$ cat src/design/rme_pkg.sv
`timescale 1ns / 1ps
// ----------------------------------------------------------------------------
// rme_pkg
// Shared constants, tables and cell data types for the Euler angle block.
// ----------------------------------------------------------------------------
package rme_pkg;

   localparam int CORDIC_STAGES = 28;
   localparam int SQRT_CELLS    = 32;
   localparam int CW            = 36;   // cordic datapath width
   localparam int SW            = 64;   // square root datapath width

   // bank/yaw results wait this long for the square root chain
   localparam int BANK_DELAY = SQRT_CELLS + 1;
   // registers from the first stage to the result register
   localparam int OUT_IDX    = CORDIC_STAGES + SQRT_CELLS + 4;

   localparam logic signed [31:0] UNIT_Q30 = 32'sd1073741824;
   localparam logic [30:0] GT_RESET        = 31'd1073731087;
   localparam logic signed [CW-1:0] PI_Q30      = 36'sd3373259426;
   localparam logic signed [CW-1:0] PI_Q28      = 36'sd843314857;
   localparam logic signed [30:0]   HALF_PI_Q28 = 31'sd421657428;

   localparam logic [31:0] ATAN_TABLE [32] = '{
      32'h3243F6A8, 32'h1DAC6705, 32'h0FADBAFC, 32'h07F56EA6, 32'h03FEAB76,
      32'h01FFD55B, 32'h00FFFAAA, 32'h007FFF55, 32'h003FFFEA, 32'h001FFFFD,
      32'h000FFFFF, 32'h0007FFFF, 32'h0003FFFF, 32'h0001FFFF, 32'h0000FFFF,
      32'h00007FFF, 32'h00003FFF, 32'h00001FFF, 32'h00000FFF, 32'h000007FF,
      32'h000003FF, 32'h000001FF, 32'h000000FF, 32'h0000007F, 32'h0000003F,
      32'h0000001F, 32'h0000000F, 32'h00000008, 32'h00000004, 32'h00000002,
      32'h00000001, 32'h00000000
   };

   typedef struct packed {
      logic signed [CW-1:0] x;
      logic signed [CW-1:0] y;
      logic signed [CW-1:0] z;
      logic                 zero;
      logic                 tag;
   } cordic_vec_type;

   typedef struct packed {
      logic [SW-1:0]      n;
      logic [SW-1:0]      res;
      logic signed [31:0] s;
   } sqrt_vec_type;

endpackage

$ cat src/design/rme_sqrt_cell.sv
`timescale 1ns / 1ps
// ----------------------------------------------------------------------------
// rme_sqrt_cell
// One result bit of a digit-by-digit integer square root, registered.
// ----------------------------------------------------------------------------
module rme_sqrt_cell (
   input  logic                  clock,
   input  logic                  en,
   input  logic [4:0]            bit_idx,
   input  rme_pkg::sqrt_vec_type vec_in,
   output rme_pkg::sqrt_vec_type vec_out
);

   rme_pkg::sqrt_vec_type vec_ff, vec_in_w;
   logic [rme_pkg::SW-1:0] trial_bit, trial;
   logic [6:0]             shamt;

   always_comb begin
      shamt     = 7'd62 - {1'b0, bit_idx, 1'b0};
      trial_bit = 64'd1 << shamt;
      trial     = vec_in.res + trial_bit;
      vec_in_w  = vec_in;
      if (vec_in.n >= trial) begin
         vec_in_w.n   = vec_in.n - trial;
         vec_in_w.res = (vec_in.res >> 1) + trial_bit;
      end else begin
         vec_in_w.res = vec_in.res >> 1;
      end
   end

   always_ff @(posedge clock) begin
      if (en) begin
         vec_ff <= vec_in_w;
      end
   end

   assign vec_out = vec_ff;

endmodule

$ cat config.mk
export PLATFORM = sky130hd
export DESIGN_NAME = rme_sqrt_cell
export DESIGN_NICKNAME = d
export VERILOG_FILES = /design/src/design/rme_pkg.sv /design/src/design/rme_sqrt_cell.sv
export SDC_FILE = /design/constraint.sdc
export NUM_CORES = 1
export LEC_CHECK = 0
export BUFFER_PORTS_ARGS = -buffer_cell sky130_fd_sc_hd__buf_2
export CAP_MARGIN = 20
export CORE_MARGIN = 4
export CORE_UTILIZATION = 42
export DETAILED_ROUTE_END_ITERATION = 7
export GPL_TIMING_DRIVEN = 1
export HOLD_SLACK_MARGIN = 0.02
export PLACE_DENSITY = 0.64
export SETUP_SLACK_MARGIN = 0.05
export SLEW_MARGIN = 15
export SYNTH_ARGS = -nofsm -noshare
export SYNTH_HDL_FRONTEND = slang
export SYNTH_SLANG_ARGS = --single-unit
$ cat constraint.sdc
create_clock -name clock -period 7.7 [get_ports clock]
set_input_delay 1.925 -clock clock [delete_from_list [all_inputs] [get_ports clock]]
set_output_delay 1.925 -clock clock [all_outputs]
set_load 0.05 [all_outputs]
==> metrics.txt, run 1 <==
outcome=completed; Clock Tree Buf Depth=2; htree depth=4; Tmin final=7304 ps; nature of the critical path startpoint=primary input; Syn Area/Cell=~8.6 um^2; Synth top area share=31.77%; met1 GRT Util=30.50%; Slew @ Worst Pin=955.0 ps; final instance area=approximately 18000 um^2; EDFF count, synth=160; WL final=between 50 and 60 mm; Sw Ratio=slightly above 40%; RD Place Congestion=between 0.9 and 1; MaxCap Viol Count=0; Power Density=181.2 nW/um^2; Die Width=197.8 um; CTS Buf Count=17; Final setup viols=0; Die Ht=197.8 um; Min-Delay Endpoint=vec_out[23]; 1st-pass router iterations=7; overall power=0.003290 W; number of synthesized register bits=160; met3 Use GR=4.730%; Worst path slowest cell=o41a_1; final setup TNS=0 ps; DRT iter0 DRCs=986; clock power share=25.1%; TritonCTS clock tree=built; max frequency=136.9 MHz; worst path required time=7890 ps; Yosys cell types=91; via/cell ratio=5.651; full die area=39110 um^2; Top FF cell, synth=edfxtp_1; final period utilization=94.86%; Synth warnings=0; cell internal pwr=0.001947 W; Worst path max stage delay=500 ps; clock tree sinks=160; vias in the first global route=14280; final slew viol count=0; netlist area before placement=~15000 um^2; most common cell in the netlist=nand2_1; Flop pwr share=34.1%; Synth Instances=1754; vias=about 15000; most instantiated cells after synthesis=199 x nand2_1, 182 x nor2_1, 160 x edfxtp_1; largest net degree at the start of global routing=77; Hold Fails Final Rpt=0; FF+latch area=4805 um^2; number of cell rows=69; initial core utilization=42.52%; Multi-input gate area=9846 um^2; DRC Markers=0; Area contributors post-synth=edfxtp_1 32%, ha_1 10%, xor2_1 5.4%, a21oi_1 5.3%, xnor2_1 5.0%; detailed placement HPWL=41.52 mm; hold depth=1; Slew HR=36.33%; Yosys top cell by area=edfxtp_1; critical path peak fanout=76; clk slew on worst S/H paths=70 ps; RSZ-0062 raised after global routing=false; WL/cell=19.63 um; net load switching power=~0.0013 W; Hold-fix buffers, CTS=0; layout cell share with drive strength beyond 1=24.86%; Synth Net Count=2048; FFs w/ async S/R, synth=0%; post-route ant nets=0; VDD IR max=0.1658 mV; placed inst area=17550 um^2; Port-buffer cells=~330; worst-path cell chain=buf_2 > or2_2 > buf_4 > nor2_1 > ha_1 > and3_1 > nand2_1 > a211oi_2 > a211oi_4 > a22o_4 > o21ai_2 > a31oi_1 > o41ai_2 > a31oi_1 > xor2_1 > ha_1 > a21oi_1 > o21a_1 > nand2_1 > o41a_1 > a221o_4 > buf_12 > nor2_1 > a21oi_1; HP Class=primary input to flop; fillers=3484; met2 usage=44.84%; Crit path buffers/inverters=3; nets=2390; Root Driver=clkbuf_16; Leak Pwr=7.482 nW; Total GRT Usage=25.09%; min-delay src=vec_in[23]; worst path arrival time=7490 ps; placeable core area=35570 um^2; CP top delay family=compound AO/OA/AOI/OAI gates; Largest register FFs=160; most used routing layer=met2; crit end category=flop; Ports=327; Gate power share=40.9%; global route overflow=0; Crit Path Class=primary input to flop; Synth-to-Final Area Change=20.03%; CTS resizes=0; initial antenna violation count=9; first-pass GRT wire length=77.67 mm; register area share after synthesis=31.77%; post-CTS setup buffer count=0
==> worst max-delay path by stage <==
stage                    start  cells past startpoint  slack [ps]            to
detailed placement  bit_idx[0]                     27        -120   vec_out[85]
global route        bit_idx[0]                     27          80   vec_out[85]
finish              bit_idx[0]                     24         400  vec_out[112]
floorplan           bit_idx[0]                     28         180  vec_out[143]
CTS                 bit_idx[0]                     27         330   vec_out[85]
global placement    bit_idx[0]                     27         -50   vec_out[85]
==> area by class of cell <==
| class | count | share of cell area [%] |
|---|---|---|
| multi-input combinational | 1486 | 54.24 |
| sequential | 160 | 26.47 |
| timing repair buffer | 397 | 12.30 |
| tap | 461 | 3.178 |
| clock buffer | 18 | 2.364 |
| inverter | 34 | 0.7031 |
| clock inverter | 13 | 0.6341 |
| antenna | 8 | 0.1103 |
==> metrics by stage <==
step / utilization, % / std cells / setup WS (ps) / hold WS [ps]
3_3_place_gp: 49.35 / 2538 / -53.59 / 2101
6_report: 51.03 / 2577 / 395.6 / 1645
4_1_cts: 50.88 / 2569 / 332.5 / 1625
2_1_floorplan: - / 1754 / 177.3 / 2024
5_1_grt: 51.00 / 2572 / 78.06 / 1617
3_5_place_dp: 49.35 / 2538 / -120.0 / 2103
==> power by group through the flow <==
stage	clock [W]	combinational, W	sequential, W
floorplan	0	0.000578	0.00150
global placement	0	0.00133	0.00114
detailed placement	0	0.00134	0.00114
CTS	0.000847	0.00135	0.00112
global route	0.000883	0.00145	0.00113
finish	0.000825	0.00134	0.00112
==> layout by cell type, fill, tap and decap left out, types with 11 or more instances in the layout <==
master	count
buf_2	325
nand2_1	199
nor2_1	181
edfxtp_1	160
a21oi_1	158
ha_1	126
o21ai_0	121
xor2_1	93
xnor2_1	87
buf_4	66
a31oi_1	51
nand4_1	43
a21o_1	40
inv_1	34
nand3_1	30
o21bai_1	28
a21oi_2	24
nor2_2	19
nand2b_1	18
and3_1	17
o21ai_1	17
nor2b_1	17
clkbuf_16	17
o21a_1	16
and2_1	15
nor3_1	14
or2_2	11
or3_1	11
o31ai_1	11
==> per-layer routing <==
layer / vias to the layer above / share of wire [%] / wire, um
li1: 7182 / - / -
met1: 6847 / 41 / 20900
met2: 450 / 50 / 25190
met3: 75 / 6.1 / 3073
met4: 8 / 2.7 / 1388
met5: - / 0.091 / 46
==> kinds of logic (layout without fill, tap and decap cells) <==
family	Yosys count	count (layout)	share of synthesized area, %
AOI/OAI and AO/OA	565	565	24.47
xor gates and xnor gates	180	180	10.42
adders and majority gates	128	128	10.62
buffers and inverters	108	462	3.500
DFF	160	160	31.77
other	0	8	0
and+or+nand+nor	613	613	19.21
No activity file was read; power rests on OpenSTA's default activity.
==> run 2: changes to the inputs <==
CORE_MARGIN = 3   (was 4)
PLACE_DENSITY = 0.67   (was 0.64)
==> run 2 against run 1 <==
  * Core utilization up 0.64 points
  * Global-route usage up 0.30 points
  * Critical path type unchanged
  * Hold slack got worse by 5.3 ps
  * Critical endpoint is now vec_out[85]
  * Critical path depth is 3 higher
  * Final cell count is 0.35% lower
  * Die area decreased by 2.0%
  * First-iteration DRC count decreased by 13%
  * Cell area is 0.21% lower
  * Wire length decreased by 1.1%
==> metrics.txt, run 2 (synthesis gave the netlist of run 1 again) <==
outcome=completed; 1st-pass router iterations=7; CTS resizes=0; Hold WS=1639 ps; largest net degree at the start of global routing=70; Worst path slowest cell=nor4_1; Sw Ratio=41.16%; Port-buffer cells=about 330; detailed placement HPWL=41.09 mm; nets=around 2400; Synth-to-Final Area Change=19.78%; Die Ht=195.8 um; HP Class=primary input to flop; clock tree sinks=160; VDD IR max=0.1609 mV; filler-free cell count of the finished design=around 2600; clock power share=between 20% and 30%; RSZ-0062 raised after global routing=false; DRT iter0 DRCs=861; worst path arrival time=7640 ps; commonest non-fill, non-tap cell in the layout=buf_2; nature of the critical path startpoint=primary input; first-pass GRT wire length=77.79 mm; htree depth=4; dpl cells=around 2500; placeable core area=35050 um^2; layout cell share with drive strength beyond 1=24.55%; max frequency=about 130 MHz; MaxCap Viol Count=0; final slew viol count=0; via/cell ratio=5.732; Slew HR=~40%; vias in the first global route=14420; global route overflow=0; net load switching power=0.001368 W; Min-Delay Endpoint=vec_out[4]; Clock Tree Buf Depth=2; Hold Fails Final Rpt=0; full die area=38320 um^2; Gate power share=40.3%; CTS Buf Count=17; WL/cell=just under 20 um; Leak Pwr=7.482 nW; Largest register FFs=160; most frequent cells in the layout=325 x buf_2, 199 x nand2_1, 182 x nor2_1; worst path required time=7910 ps; Ports=~330; DRC Markers=0; vias=14720; Power Density=approximately 180 nW/um^2; min-delay src=vec_in[4]; Flop pwr share=33.7%; Root Driver=clkbuf_16; Crit Path Class=primary input to flop; TritonCTS clock tree=built; WL final=50.02 mm; post-CTS setup buffer count=0; critical path peak fanout=35; final core utilization=51.68%; cell internal pwr=0.001955 W; hold depth=1; initial core utilization=43.14%; Worst path max stage delay=roughly 410 ps; RD Place Congestion=0.9674; final period utilization=96.47%; number of cell rows=68; initial antenna violation count=10; Die Width=195.8 um; crit end category=flop; clk slew on worst S/H paths=70 ps; Tmin final=between 7000 and 8000 ps; Final setup viols=0; Hold-fix buffers, CTS=0; Slew @ Worst Pin=between 900 and 1000 ps; Total GRT Usage=25.39%; post-route ant nets=0
-- run 2: critical path: cells and delay by family --
kind                     cells  cell delay (ps)
adder cells (fa/ha/maj)      2              590
XOR/XNOR                     2              250
AND/OR/NAND/NOR              7             1980
buffers and inverters        5              770
AO/OA/AOI/OAI               11             2110
-- run 2: power by group through the flow --
stage	clock network [W]	registers (W)	logic, W
after floorplan	0	0.00150	0.000578
after CTS	0.000885	0.00112	0.00134
after global placement	0	0.00114	0.00133
after global routing	0.000924	0.00113	0.00144
after detailed placement	0	0.00114	0.00133
final	0.000863	0.00112	0.00134
-- run 2: final cells by class --
class | instances | area, um^2
antenna | 7 | 17.52
clock buffer | 17 | 425.4
clock inverter | 15 | 147.6
fill | 3373 | 16940
inverter | 34 | 127.6
multi-input combinational | 1486 | 9812
sequential | 160 | 4805
tap | 455 | 569.3
timing repair buffer | 394 | 2211
-- run 2: worst max-delay path by stage --
stage / startpoint / to / cells past startpoint
after floorplan: bit_idx[0] / vec_out[143] / 28
after global placement: bit_idx[0] / vec_out[83] / 26
after detailed placement: bit_idx[0] / vec_out[39] / 26
after CTS: bit_idx[0] / vec_out[39] / 26
after global routing: bit_idx[0] / vec_out[85] / 27
final: bit_idx[0] / vec_out[85] / 27
-- run 2: metrics by stage --
stage	setup WS, ps	setup TNS [ps]	power (W)	cell area, um^2
6_report	271.7	0	0.003322	18110
5_1_grt	63.78	0	0.003491	18100
4_1_cts	396.0	0	0.003344	18100
3_5_place_dp	-79.23	-974.1	0.002472	17520
3_3_place_gp	4.547	0	0.002465	17520
2_1_floorplan	177.3	0	0.002081	15120
-- run 2: metal layers --
metal  up-vias  wire length, um  GRT usage [%]
met5         -               51              0
met4         8             1453          8.424
met3        78             3572          4.997
met2       550            24410          44.75
met1      6900            20530          31.11
li1       7184                -              -
